[config.mk]
export PLATFORM = sky130hd
export DESIGN_NAME = multi_level_priority_queue_core_flat
export DESIGN_NICKNAME = d
export VERILOG_FILES = /design/src/hdl/mlpq_pkg.sv /design/src/hdl/mlpq_if.sv /design/src/hdl/multi_level_priority_queue_core.sv /design/src/hdl/mlpq_ptr_store.sv /design/src/hdl/mlpq_entry_store.sv /design/src/flat_wrapper.sv
export SDC_FILE = /design/constraint.sdc
export NUM_CORES = 2
export LEC_CHECK = 0
export BUFFER_PORTS_ARGS = -buffer_cell sky130_fd_sc_hd__buf_2
export CORE_MARGIN = 4
export CORE_UTILIZATION = 46
export CTS_CLUSTER_SIZE = 40
export DETAILED_ROUTE_END_ITERATION = 12
export GPL_TIMING_DRIVEN = 1
export PLACE_DENSITY = 0.64
export SLEW_MARGIN = 30
export SYNTH_ARGS = -nofsm -noshare
export SYNTH_HDL_FRONTEND = slang
export SYNTH_MEMORY_MAX_BITS = 65536
export SYNTH_SLANG_ARGS = --single-unit
[constraint.sdc]
create_clock -name clk_i -period 7.2 [get_ports clk_i]
set_clock_uncertainty 0.05 [all_clocks]
set_input_delay 0 -clock clk_i [delete_from_list [all_inputs] [get_ports clk_i]]
set_output_delay 0 -clock clk_i [all_outputs]
set_load 0.005 [all_outputs]
[src/hdl/mlpq_pkg.sv]
// ----------------------------------------------------------------------------
// mlpq_pkg: shared types and constants
// Codes, field widths and defaults for the multi-level priority queue.
// ----------------------------------------------------------------------------
`default_nettype none

package mlpq_pkg;

  // defaults for the top-level parameters
  localparam int LEVELS_DEF    = 8;
  localparam int DEPTH_DEF     = 16;
  localparam int DATA_BITS_DEF = 32;

  // fixed field widths
  localparam int ELEM_W         = 32;
  localparam int PRIO_W         = 8;
  localparam int LEVEL_OUT_W    = 3;
  localparam int CFG_LEVELS_W   = 4;
  localparam int CFG_CAPACITY_W = 5;
  localparam int CFG_DATA_W     = 5;
  localparam int CFG_IDX_W      = 1;

  // register reset values
  localparam logic [CFG_LEVELS_W-1:0]   LEVELS_RST   = 4'd8;
  localparam logic [CFG_CAPACITY_W-1:0] CAPACITY_RST = 5'd16;

  typedef logic signed [ELEM_W-1:0]  elem_t;
  typedef logic [PRIO_W-1:0]         prio_t;
  typedef logic [LEVEL_OUT_W-1:0]    level_out_t;

  typedef enum logic [CFG_IDX_W-1:0] {
    CFG_LEVELS   = 1'b0,
    CFG_CAPACITY = 1'b1
  } cfg_idx_e;

  typedef enum logic {
    OP_ENQ = 1'b0,
    OP_DEQ = 1'b1
  } op_e;

  typedef enum logic [1:0] {
    ST_OK      = 2'd0,
    ST_FULL    = 2'd1,
    ST_INVALID = 2'd2,
    ST_EMPTY   = 2'd3
  } status_e;

  typedef enum logic [1:0] {
    S_IDLE = 2'd0,
    S_PTR  = 2'd1,
    S_DATA = 2'd2,
    S_DONE = 2'd3
  } state_e;

endpackage

`default_nettype wire

[src/hdl/mlpq_if.sv]
// ----------------------------------------------------------------------------
// mlpq_if: request and response channels
// Valid/ready channels carrying one queue operation and one queue result.
// ----------------------------------------------------------------------------
`default_nettype none

interface mlpq_in_if;
  import mlpq_pkg::*;

  logic  valid;
  logic  ready;
  op_e   operation;
  elem_t element;
  prio_t priority_req;

  modport source (output valid, output operation, output element, output priority_req,
                  input ready);
  modport sink   (input valid, input operation, input element, input priority_req,
                  output ready);
endinterface

interface mlpq_out_if;
  import mlpq_pkg::*;

  logic       valid;
  logic       ready;
  status_e    status;
  elem_t      element_out;
  level_out_t level_out;

  modport source (output valid, output status, output element_out, output level_out,
                  input ready);
  modport sink   (input valid, input status, input element_out, input level_out,
                  output ready);
endinterface

`default_nettype wire

[src/hdl/multi_level_priority_queue_core.sv]
// ----------------------------------------------------------------------------
// multi_level_priority_queue_core: FIFO per priority level
// Enqueue appends to one level's circular FIFO; dequeue pops the oldest
// element of the lowest-numbered non-empty level in use.
// ----------------------------------------------------------------------------
//
//  channel   dir  beat contents
//  --------  ---  -----------------------------------------------
//  in_chan   in   operation, element, priority_req
//  out_chan  out  status, element_out, level_out (one per input beat)
//  cfg_*     in   cfg_we_i, cfg_idx_i, cfg_wdata_i (no handshake)
//
//  Flow: one item at a time. Invalid priority / all-empty go from S_IDLE
//  straight to S_DONE; enqueue passes S_PTR, the read-modify-write of the
//  pointer memory; dequeue adds S_DATA, the registered entry-memory read.
//  Reset: asynchronous, clears control, config to levels=8, capacity=16,
//  and every level to empty; no clearing pass, ready right after reset.
//  Stalls: the result sits in an output register; the next beat is taken
//  while it waits, and the core holds in S_DONE only if a second result
//  is ready before the first one leaves.
// ----------------------------------------------------------------------------
`default_nettype none

module multi_level_priority_queue_core #(
  parameter int LEVELS    = mlpq_pkg::LEVELS_DEF,
  parameter int DEPTH     = mlpq_pkg::DEPTH_DEF,
  parameter int DATA_BITS = mlpq_pkg::DATA_BITS_DEF
) (
  input  wire logic                            clk_i,
  input  wire logic                            rst_ni,
  mlpq_in_if.sink                              in_chan,
  mlpq_out_if.source                           out_chan,
  input  wire logic                            cfg_we_i,
  input  wire logic [mlpq_pkg::CFG_IDX_W-1:0]  cfg_idx_i,
  input  wire logic [mlpq_pkg::CFG_DATA_W-1:0] cfg_wdata_i
);
  import mlpq_pkg::*;

  localparam int LW      = (LEVELS > 1) ? $clog2(LEVELS) : 1;
  localparam int SW      = (DEPTH > 1) ? $clog2(DEPTH) : 1;
  localparam int CW      = $clog2(DEPTH + 1);
  localparam int PW      = 2 * SW + CW;
  localparam int ENTRIES = LEVELS * DEPTH;
  localparam int AW      = (ENTRIES > 1) ? $clog2(ENTRIES) : 1;
  localparam int XW      = (CW > CFG_CAPACITY_W) ? CW : CFG_CAPACITY_W;

  // --------------------------------------------------------------------------
  // configuration registers
  // --------------------------------------------------------------------------
  logic [CFG_LEVELS_W-1:0]   lvl_cfg_q;
  logic [CFG_CAPACITY_W-1:0] cap_cfg_q;

  always_ff @(posedge clk_i or negedge rst_ni) begin
    if (!rst_ni) begin
      lvl_cfg_q <= LEVELS_RST;
      cap_cfg_q <= CAPACITY_RST;
    end else if (cfg_we_i) begin
      if (cfg_idx_i == CFG_LEVELS) begin
        lvl_cfg_q <= cfg_wdata_i[CFG_LEVELS_W-1:0];
      end
      if (cfg_idx_i == CFG_CAPACITY) begin
        cap_cfg_q <= cfg_wdata_i[CFG_CAPACITY_W-1:0];
      end
    end
  end

  // --------------------------------------------------------------------------
  // state
  // --------------------------------------------------------------------------
  state_e            state_q, state_d;
  op_e               op_q;
  elem_t             elem_q;
  logic [LW-1:0]     lvl_q;
  status_e           res_status_q, res_status_d;
  elem_t             res_elem_q, res_elem_d;
  level_out_t        res_lvl_q, res_lvl_d;
  logic [LEVELS-1:0] nonempty_q, nonempty_d;

  logic              out_valid_q;
  status_e           out_status_q;
  elem_t             out_elem_q;
  level_out_t        out_lvl_q;

  logic              in_ready;
  logic              in_acc;
  logic              out_free;
  logic              load_out;

  // memory ports
  logic [LW-1:0]        ptr_raddr;
  logic [PW-1:0]        ptr_rdata;
  logic                 ptr_we;
  logic [PW-1:0]        ptr_wdata;
  logic                 ent_we;
  logic [AW-1:0]        ent_waddr;
  logic [DATA_BITS-1:0] ent_wdata;
  logic                 ent_re;
  logic [AW-1:0]        ent_raddr;
  logic [DATA_BITS-1:0] ent_rdata;

  // --------------------------------------------------------------------------
  // level selection: enqueue validity and dequeue priority encode
  // --------------------------------------------------------------------------
  logic [LEVELS-1:0] lvl_mask;
  logic [LEVELS-1:0] cand;
  logic              deq_hit;
  logic [LW-1:0]     deq_lvl;
  logic              prio_ok;
  logic [LW-1:0]     req_lvl;

  always_comb begin
    for (int i = 0; i < LEVELS; i++) begin
      lvl_mask[i] = (i < int'(lvl_cfg_q));
    end
  end

  assign cand    = nonempty_q & lvl_mask;
  assign deq_hit = |cand;

  always_comb begin
    deq_lvl = '0;
    for (int i = LEVELS - 1; i >= 0; i--) begin
      if (cand[i]) begin
        deq_lvl = LW'(i);
      end
    end
  end

  // level count register above LEVELS acts as LEVELS
  assign prio_ok = (in_chan.priority_req < {4'b0, lvl_cfg_q}) &&
                   ({1'b0, in_chan.priority_req} < 9'(LEVELS));
  assign req_lvl = (in_chan.operation == OP_ENQ) ? in_chan.priority_req[LW-1:0] : deq_lvl;

  // --------------------------------------------------------------------------
  // pointer record fields
  // --------------------------------------------------------------------------
  logic [SW-1:0] head, tail;
  logic [CW-1:0] cnt;
  logic          full;
  logic [AW-1:0] lvl_base;

  assign head = ptr_rdata[PW-1 -: SW];
  assign tail = ptr_rdata[CW+SW-1 -: SW];
  assign cnt  = ptr_rdata[CW-1:0];

  // capacity register above DEPTH acts as DEPTH
  assign full     = (XW'(cnt) >= XW'(cap_cfg_q)) || (cnt == CW'(DEPTH));
  assign lvl_base = AW'(lvl_q) * AW'(DEPTH);

  function automatic logic [SW-1:0] next_slot(input logic [SW-1:0] s);
    next_slot = (int'(s) + 1 >= DEPTH) ? '0 : s + SW'(1);
  endfunction

  assign in_ready = (state_q == S_IDLE);
  assign in_acc   = in_chan.valid && in_ready;
  assign out_free = !out_valid_q || out_chan.ready;

  // --------------------------------------------------------------------------
  // next state
  // --------------------------------------------------------------------------
  always_comb begin
    state_d = state_q;
    unique case (state_q)
      S_IDLE: begin
        if (in_acc) begin
          if ((in_chan.operation == OP_ENQ && !prio_ok) ||
              (in_chan.operation == OP_DEQ && !deq_hit)) begin
            state_d = S_DONE;
          end else begin
            state_d = S_PTR;
          end
        end
      end
      S_PTR: begin
        state_d = (op_q == OP_DEQ) ? S_DATA : S_DONE;
      end
      S_DATA: begin
        state_d = S_DONE;
      end
      S_DONE: begin
        if (out_free) begin
          state_d = S_IDLE;
        end
      end
      default: state_d = S_IDLE;
    endcase
  end

  // --------------------------------------------------------------------------
  // datapath control
  // --------------------------------------------------------------------------
  always_comb begin
    ptr_raddr    = req_lvl;
    ptr_we       = 1'b0;
    ptr_wdata    = ptr_rdata;
    ent_we       = 1'b0;
    ent_waddr    = lvl_base + AW'(tail);
    ent_wdata    = DATA_BITS'(elem_q);
    ent_re       = 1'b0;
    ent_raddr    = lvl_base + AW'(head);
    nonempty_d   = nonempty_q;
    res_status_d = res_status_q;
    res_elem_d   = res_elem_q;
    res_lvl_d    = res_lvl_q;
    load_out     = 1'b0;

    unique case (state_q)
      S_IDLE: begin
        if (in_acc) begin
          res_elem_d   = '0;
          res_lvl_d    = '0;
          res_status_d = ST_OK;
          if (in_chan.operation == OP_ENQ) begin
            if (!prio_ok) begin
              res_status_d = ST_INVALID;
            end
          end else if (!deq_hit) begin
            res_status_d = ST_EMPTY;
          end else begin
            res_lvl_d = level_out_t'(deq_lvl);
          end
        end
      end
      S_PTR: begin
        if (op_q == OP_ENQ) begin
          if (full) begin
            res_status_d = ST_FULL;
          end else begin
            ent_we             = 1'b1;
            ptr_we             = 1'b1;
            ptr_wdata          = {head, next_slot(tail), cnt + CW'(1)};
            nonempty_d[lvl_q]  = 1'b1;
          end
        end else begin
          ent_re            = 1'b1;
          ptr_we            = 1'b1;
          ptr_wdata         = {next_slot(head), tail, cnt - CW'(1)};
          nonempty_d[lvl_q] = (cnt != CW'(1));
        end
      end
      S_DATA: begin
        // stored word is sign-extended from DATA_BITS
        res_elem_d = ELEM_W'(signed'(ent_rdata));
      end
      S_DONE: begin
        load_out = out_free;
      end
      default: ;
    endcase
  end

  // --------------------------------------------------------------------------
  // registers
  // --------------------------------------------------------------------------
  always_ff @(posedge clk_i or negedge rst_ni) begin
    if (!rst_ni) begin
      state_q     <= S_IDLE;
      nonempty_q  <= '0;
      out_valid_q <= 1'b0;
    end else begin
      state_q    <= state_d;
      nonempty_q <= nonempty_d;
      if (load_out) begin
        out_valid_q <= 1'b1;
      end else if (out_chan.ready) begin
        out_valid_q <= 1'b0;
      end
    end
  end

  always_ff @(posedge clk_i) begin
    if (in_acc) begin
      op_q   <= in_chan.operation;
      elem_q <= in_chan.element;
      lvl_q  <= req_lvl;
    end
    res_status_q <= res_status_d;
    res_elem_q   <= res_elem_d;
    res_lvl_q    <= res_lvl_d;
    if (load_out) begin
      out_status_q <= res_status_q;
      out_elem_q   <= res_elem_q;
      out_lvl_q    <= res_lvl_q;
    end
  end

  assign in_chan.ready        = in_ready;
  assign out_chan.valid       = out_valid_q;
  assign out_chan.status      = out_status_q;
  assign out_chan.element_out = out_elem_q;
  assign out_chan.level_out   = out_lvl_q;

  // --------------------------------------------------------------------------
  // memories
  // --------------------------------------------------------------------------
  mlpq_ptr_store #(
    .LEVELS (LEVELS),
    .LW     (LW),
    .PW     (PW)
  ) u_ptr_store (
    .clk_i     (clk_i),
    .rst_ni    (rst_ni),
    .rd_addr_i (ptr_raddr),
    .rd_data_o (ptr_rdata),
    .we_i      (ptr_we),
    .wr_addr_i (lvl_q),
    .wr_data_i (ptr_wdata)
  );

  mlpq_entry_store #(
    .ENTRIES   (ENTRIES),
    .AW        (AW),
    .DATA_BITS (DATA_BITS)
  ) u_entry_store (
    .clk_i     (clk_i),
    .we_i      (ent_we),
    .wr_addr_i (ent_waddr),
    .wr_data_i (ent_wdata),
    .re_i      (ent_re),
    .rd_addr_i (ent_raddr),
    .rd_data_o (ent_rdata)
  );

  // --------------------------------------------------------------------------
  // assertions
  // --------------------------------------------------------------------------
  a_ent_we_enq_only: assert property (@(posedge clk_i) disable iff (!rst_ni)
    ent_we |-> (state_q == S_PTR && op_q == OP_ENQ))
    else $error("entry write outside enqueue update");

  a_accept_moves_on: assert property (@(posedge clk_i) disable iff (!rst_ni)
    in_acc |=> (state_q == S_PTR || state_q == S_DONE))
    else $error("accepted beat not processed");

  a_flags_only_in_ptr: assert property (@(posedge clk_i) disable iff (!rst_ni)
    (state_q != S_PTR) |=> $stable(nonempty_q))
    else $error("level flags changed outside pointer update");

  a_deq_data_ok: assert property (@(posedge clk_i) disable iff (!rst_ni)
    (state_q == S_DATA) |-> (res_status_q == ST_OK))
    else $error("dequeue read without a hit");

  a_done_loads_out: assert property (@(posedge clk_i) disable iff (!rst_ni)
    (state_q == S_DONE && out_free) |=> out_valid_q)
    else $error("result not moved to output register");

endmodule

`default_nettype wire

[src/hdl/mlpq_ptr_store.sv]
// ----------------------------------------------------------------------------
// mlpq_ptr_store: per-level head, tail and fill record
// One-port-read, one-port-write memory; a record never written reads as zero.
// ----------------------------------------------------------------------------
`default_nettype none

module mlpq_ptr_store #(
  parameter int LEVELS = mlpq_pkg::LEVELS_DEF,
  parameter int LW     = 3,
  parameter int PW     = 13
) (
  input  wire logic          clk_i,
  input  wire logic          rst_ni,
  input  wire logic [LW-1:0] rd_addr_i,
  output logic      [PW-1:0] rd_data_o,
  input  wire logic          we_i,
  input  wire logic [LW-1:0] wr_addr_i,
  input  wire logic [PW-1:0] wr_data_i
);
  import mlpq_pkg::*;

  logic [PW-1:0]     mem [LEVELS];
  logic [LEVELS-1:0] vld_q;
  logic [PW-1:0]     rd_q;
  logic              rd_vld_q;

  always_ff @(posedge clk_i) begin
    if (we_i) begin
      mem[wr_addr_i] <= wr_data_i;
    end
    rd_q <= mem[rd_addr_i];
  end

  // written-once flags stand in for the all-zero reset of the record
  always_ff @(posedge clk_i or negedge rst_ni) begin
    if (!rst_ni) begin
      vld_q    <= '0;
      rd_vld_q <= 1'b0;
    end else begin
      if (we_i) begin
        vld_q[wr_addr_i] <= 1'b1;
      end
      rd_vld_q <= vld_q[rd_addr_i];
    end
  end

  assign rd_data_o = rd_vld_q ? rd_q : '0;

endmodule

`default_nettype wire

[src/hdl/mlpq_entry_store.sv]
// ----------------------------------------------------------------------------
// mlpq_entry_store: element storage
// Simple dual-port RAM, one write and one registered read per cycle.
// ----------------------------------------------------------------------------
`default_nettype none

module mlpq_entry_store #(
  parameter int ENTRIES   = 128,
  parameter int AW        = 7,
  parameter int DATA_BITS = mlpq_pkg::DATA_BITS_DEF
) (
  input  wire logic                 clk_i,
  input  wire logic                 we_i,
  input  wire logic [AW-1:0]        wr_addr_i,
  input  wire logic [DATA_BITS-1:0] wr_data_i,
  input  wire logic                 re_i,
  input  wire logic [AW-1:0]        rd_addr_i,
  output logic      [DATA_BITS-1:0] rd_data_o
);
  import mlpq_pkg::*;

  logic [DATA_BITS-1:0] mem [ENTRIES];
  logic [DATA_BITS-1:0] rd_q;

  always_ff @(posedge clk_i) begin
    if (we_i) begin
      mem[wr_addr_i] <= wr_data_i;
    end
    if (re_i) begin
      rd_q <= mem[rd_addr_i];
    end
  end

  assign rd_data_o = rd_q;

endmodule

`default_nettype wire
[src/flat_wrapper.sv]
// flat-port wrapper written by rule: the top's interface ports become plain ports
module multi_level_priority_queue_core_flat import mlpq_pkg::*;
#(
  parameter int LEVELS    = mlpq_pkg::LEVELS_DEF,
  parameter int DEPTH     = mlpq_pkg::DEPTH_DEF,
  parameter int DATA_BITS = mlpq_pkg::DATA_BITS_DEF
)
  (clk_i, rst_ni, cfg_we_i, cfg_idx_i, cfg_wdata_i, in_chan_valid, in_chan_operation, in_chan_element, in_chan_priority_req, in_chan_ready, out_chan_valid, out_chan_status, out_chan_element_out, out_chan_level_out, out_chan_ready);
  mlpq_in_if in_chan_i ();
  mlpq_out_if out_chan_i ();
  input  wire logic clk_i;
  input  wire logic rst_ni;
  input  wire logic cfg_we_i;
  input  wire logic [mlpq_pkg::CFG_IDX_W-1:0] cfg_idx_i;
  input  wire logic [mlpq_pkg::CFG_DATA_W-1:0] cfg_wdata_i;
  input wire logic [$bits(in_chan_i.valid)-1:0] in_chan_valid;
  input wire logic [$bits(in_chan_i.operation)-1:0] in_chan_operation;
  input wire logic [$bits(in_chan_i.element)-1:0] in_chan_element;
  input wire logic [$bits(in_chan_i.priority_req)-1:0] in_chan_priority_req;
  output wire logic [$bits(in_chan_i.ready)-1:0] in_chan_ready;
  output wire logic [$bits(out_chan_i.valid)-1:0] out_chan_valid;
  output wire logic [$bits(out_chan_i.status)-1:0] out_chan_status;
  output wire logic [$bits(out_chan_i.element_out)-1:0] out_chan_element_out;
  output wire logic [$bits(out_chan_i.level_out)-1:0] out_chan_level_out;
  input wire logic [$bits(out_chan_i.ready)-1:0] out_chan_ready;
  assign in_chan_i.valid = in_chan_valid;
  assign in_chan_i.operation = in_chan_operation;
  assign in_chan_i.element = in_chan_element;
  assign in_chan_i.priority_req = in_chan_priority_req;
  assign in_chan_ready = in_chan_i.ready;
  assign out_chan_valid = out_chan_i.valid;
  assign out_chan_status = out_chan_i.status;
  assign out_chan_element_out = out_chan_i.element_out;
  assign out_chan_level_out = out_chan_i.level_out;
  assign out_chan_i.ready = out_chan_ready;
  multi_level_priority_queue_core #(.LEVELS(LEVELS), .DEPTH(DEPTH), .DATA_BITS(DATA_BITS)) u_core (.clk_i(clk_i), .rst_ni(rst_ni), .in_chan(in_chan_i), .out_chan(out_chan_i), .cfg_we_i(cfg_we_i), .cfg_idx_i(cfg_idx_i), .cfg_wdata_i(cfg_wdata_i));
endmodule
==> summary.md <==
| Metric | Value |
|---|---|
| Synth-to-layout area growth | `15.75%` |
| Clk buf depth | `4` |
| Gr usage total | `0.2857` |
| Final period util | `0.7568` |
| Final instance area | `0.2004 sq mm` |
| Mapped cell area | `0.1731 sq mm` |
| RR Startpoint | `u_core.u_ptr_store.rd_vld_q` |
| Grt ovf | `0` |
| Syn avg cell area | `16.68 sq um` |
| Routed via count | `104036` |
| Width of the die | `621.4 um` |
| Layout Nets | `10814` |
| Final min period | `5449 ps` |
| Final setup fails | `0` |
| Top cells by area, synth | `edfxtp_1 (75%), mux2i_1 (5.8%), nand2_1 (2.7%)` |
| Avg Vias per Cell | `roughly 6.4` |
| Critical path arrival | `between 5000 and 6000 ps` |
| CP Launch Type | `flip-flop` |
| Hold WS | `90.44 ps` |
| H-tree depth | `5` |
| Max-slew headroom | `0.2008` |
| Ys async rst share | `0.006615` |
| RSZ-0062 raised after global routing | `false` |
| Worst Hold Class | `input pin to flip-flop` |
| Routability cong. | `0.9624` |
| Total power | `around 74 mW` |
| Seq cells post-synth | `~4400` |
| Commonest non-fill, non-tap cell in the layout | `edfxtp_1` |
| Die Area | `0.3862 sq mm` |
| Worst slew pin tran | `1183 ps` |
| Leak | `65.93 nW` |
| IO buf count | `90` |
| Max Clk Rate | `around 180 MHz` |
| Pwr dens | `370.2 mW/mm^2` |
| Hold Crit Endpoint | `u_core.res_lvl_q[1]` |
| CTS buffer count | `435` |
| Root Buffer Master | `clkbuf_16` |
| Kind of cell adding the most delay to the critical path | `simple AND/OR/NAND/NOR gates` |
| Post-Syn Nets | `~10000` |
| Post-route ant nets | `0` |
| First-pass GRT wire length | `781000 um` |
| Dpl ws | `1516 ps` |
| Syn Inst Count | `10375` |
| Final Max Slew Viols | `0` |
| Initial DRC count | `18111` |
| Status | `completed` |
| Clock latency on the worst-skew pair | `around 1000 ps` |
| Crit Path Max Fanout | `32` |
| Setup ws final | `1751 ps` |
| Starting Density | `0.4613` |
| Post-synth EDFFs | `about 4300` |
| Setup bufs post-CTS | `0` |
| Wire length per cell | `35.37 um` |
| Max Cap Viol | `0` |
| Hold path startpoint | `in_chan_operation` |
| Placed inst area | `0.1842 sq mm` |
| WHS Path Cells | `4` |
| Max incr delay on CP | `880 ps` |
| Setup crit end kind | `flip-flop` |
| Die H | `621.4 um` |
| Vias in the first global route | `96911` |
| Leading area contributor after synthesis | `edfxtp_1` |
| DRC viols | `0` |
| R2r endpoint | `u_core.u_entry_store.mem[1][18]` |
| Synth cell types | `74` |
| CTS tree | `done` |
| Worst reg2reg setup slack | `roughly 1800 ps` |
| Crit Path Category | `flip-flop to flip-flop` |
| Critical-path cell list | `nand2_1, ha_1, nand2b_1, a21o_1, a211oi_1, o211a_1, nand4_1, buf_4, nor2_4` |
| Detailed Route WL | `roughly 570000 um` |
| Data required time of the worst path | `7740 ps` |
| Seq/Total Area, Yosys | `0.7589` |
| Post-synth top area share | `0.7532` |
| Largest net degree at the start of global routing | `129` |
| Clk sinks | `4384` |
| Final hold violations | `0` |
| Share of layout cells above drive strength 1 | `0.1565` |
| Drt pass-1 iters | `6` |
| I/O Pins | `91` |
| Setup TNS | `0 ps` |
| Worst R2R Path Depth | `9` |
| # rows | `225` |
| Post-DP HPWL | `352400 um` |
| Main flop type after synthesis | `edfxtp_1` |
| Worst Path Buf+Inv | `1` |
| Yosys Warn Count | `0` |
| Core Box Area | `0.3753 sq mm` |
| VDD IR-drop max | `0.2930 mV` |
| Most frequent cells in the layout | `edfxtp_1 (4342), nand2_1 (1227), mux2i_1 (999), clkbuf_16 (442), a221oi_1 (318)` |
| Slowest cell on the critical path | `nor2_4` |
| Initial antenna violation count | `62` |
| Clk slew on worst S/H paths | `~60 ps` |
[cells in the mapped netlist, types with 8 or more instances]
master	count
a2111oi_0	64
a211o_1	44
a211oi_1	235
a21o_1	71
a21oi_1	257
a221o_1	80
a221oi_1	320
a22o_1	128
a22oi_1	31
a2bb2oi_1	56
a32o_1	137
a32oi_1	249
and2_1	92
buf_1	30
buf_2	279
buf_4	64
buf_6	13
clkbuf_1	360
dfrtp_1	27
dfxtp_1	13
edfxtp_1	4342
ha_1	17
inv_1	26
mux2_2	217
mux2i_1	999
mux4_2	48
nand2_1	1229
nand3_1	19
nand4_1	35
nor2_1	196
nor2b_1	144
nor3_1	22
nor4_1	35
nor4bb_1	29
o211ai_1	111
o21ai_0	147
o21bai_1	8
o22ai_1	9
o32ai_1	56
or3_1	56
[what timing repair did]
item,CTS,global route
gates resized for setup,0,0
endpoints found under the setup margin,0,0
hold endpoints to repair,142,0
hold buffers,100,0
[area by class of cell]
cell class / count / area, sq um
multi-input combinational: 5215 / 40220
clock buffer: 521 / 11360
fill: 28980 / 174900
timing repair buffer: 682 / 8494
clock inverter: 290 / 2390
antenna: 68 / 170.2
tap: 4994 / 6248
inverter: 27 / 107.6
sequential: 4384 / 131400
[registers in the layout, indices dropped and copies added, names as in the netlist]
register                        count
u_core.out_chan.level_out           3
u_core.u_ptr_store.mem            104
u_core.state_q                      2
u_core.res_status_q                 2
u_core.out_chan.valid               1
u_core.nonempty_q                   8
u_core.lvl_cfg_q                    4
u_core.cap_cfg_q                    5
u_core.res_lvl_q                    3
u_core.u_entry_store.mem         4096
u_core.out_chan.status              2
u_core.u_ptr_store.vld_q            8
u_core.res_elem_q                  32
u_core.u_ptr_store.rd_vld_q         1
u_core.elem_q                      32
u_core.u_ptr_store.rd_q            13
u_core.out_chan.element_out        32
u_core.u_entry_store.rd_data_o     32
u_core.op_q                         1
u_core.lvl_q                        3
[kinds of logic (layout without fill, tap and decap cells)]
group,count (synthesis),count (layout),synth area share
flip-flops,4384,4384,0.7589
other,0,68,0
multiplexers,1264,1264,0.07813
buffers and inverters,776,1520,0.02082
AO/OA/AOI/OAI,2035,2035,0.09222
AND/OR/NAND/NOR,1890,1890,0.04822
XOR/XNOR,9,9,0.0004554
adder cells (fa/ha/maj),17,17,0.001229
[how the worst max path moves through the flow]
stage | startpoint | to | cells after the start | slack (ps)
final | u_core.u_ptr_store.rd_vld_q | u_core.u_entry_store.mem[1][18] | 9 | 1750
after global routing | u_core.u_ptr_store.rd_vld_q | u_core.u_entry_store.mem[1][18] | 9 | 1660
after CTS | u_core.u_ptr_store.rd_vld_q | u_core.u_entry_store.mem[93][1] | 10 | 1500
after detailed placement | u_core.u_ptr_store.rd_vld_q | u_core.u_entry_store.mem[93][1] | 10 | 1520
after global placement | u_core.u_ptr_store.rd_q[10] | u_core.u_entry_store.rd_data_o[2] | 7 | 1450
after floorplan | u_core.u_ptr_store.rd_vld_q | u_core.u_entry_store.mem[111][0] | 15 | 2180
[per-layer routing]
| metal | routed length (um) | GRT usage | part of all wire | vias to the layer above |
|---|---|---|---|---|
| met5 | 189 | 0 | 0.00033 | - |
| met3 | 76500 | 0.08195 | 0.13 | 1114 |
| met2 | 252900 | 0.4232 | 0.44 | 7096 |
| met4 | 32690 | 0.1393 | 0.057 | 24 |
| met1 | 210000 | 0.3885 | 0.37 | 53316 |
| li1 | - | - | - | 42486 |
[stage by stage]
stage,util,std cells
2_1_floorplan,-,10375
3_3_place_gp,0.4822,15040
3_5_place_dp,0.4908,15158
4_1_cts,0.5302,16069
5_1_grt,0.5338,16164
6_report,0.5340,16181
[report_power, final]
| part | total [mW] | internal, mW | switching, mW |
|---|---|---|---|
| Clock | 22.2 | 12.4 | 9.74 |
| Sequential | 30.2 | 29.7 | 0.528 |
| Combinational | 21.8 | 6.04 | 15.8 |
[worst reg2reg max path, delay by kind of cell (launching register included)]
kind,cells,cell delay (ps)
flops,1,700
fa+ha+maj,1,330
compound gates,3,1400
simple gates,4,1940
buf+inv,1,630
(Power assumes the default switching activity.)
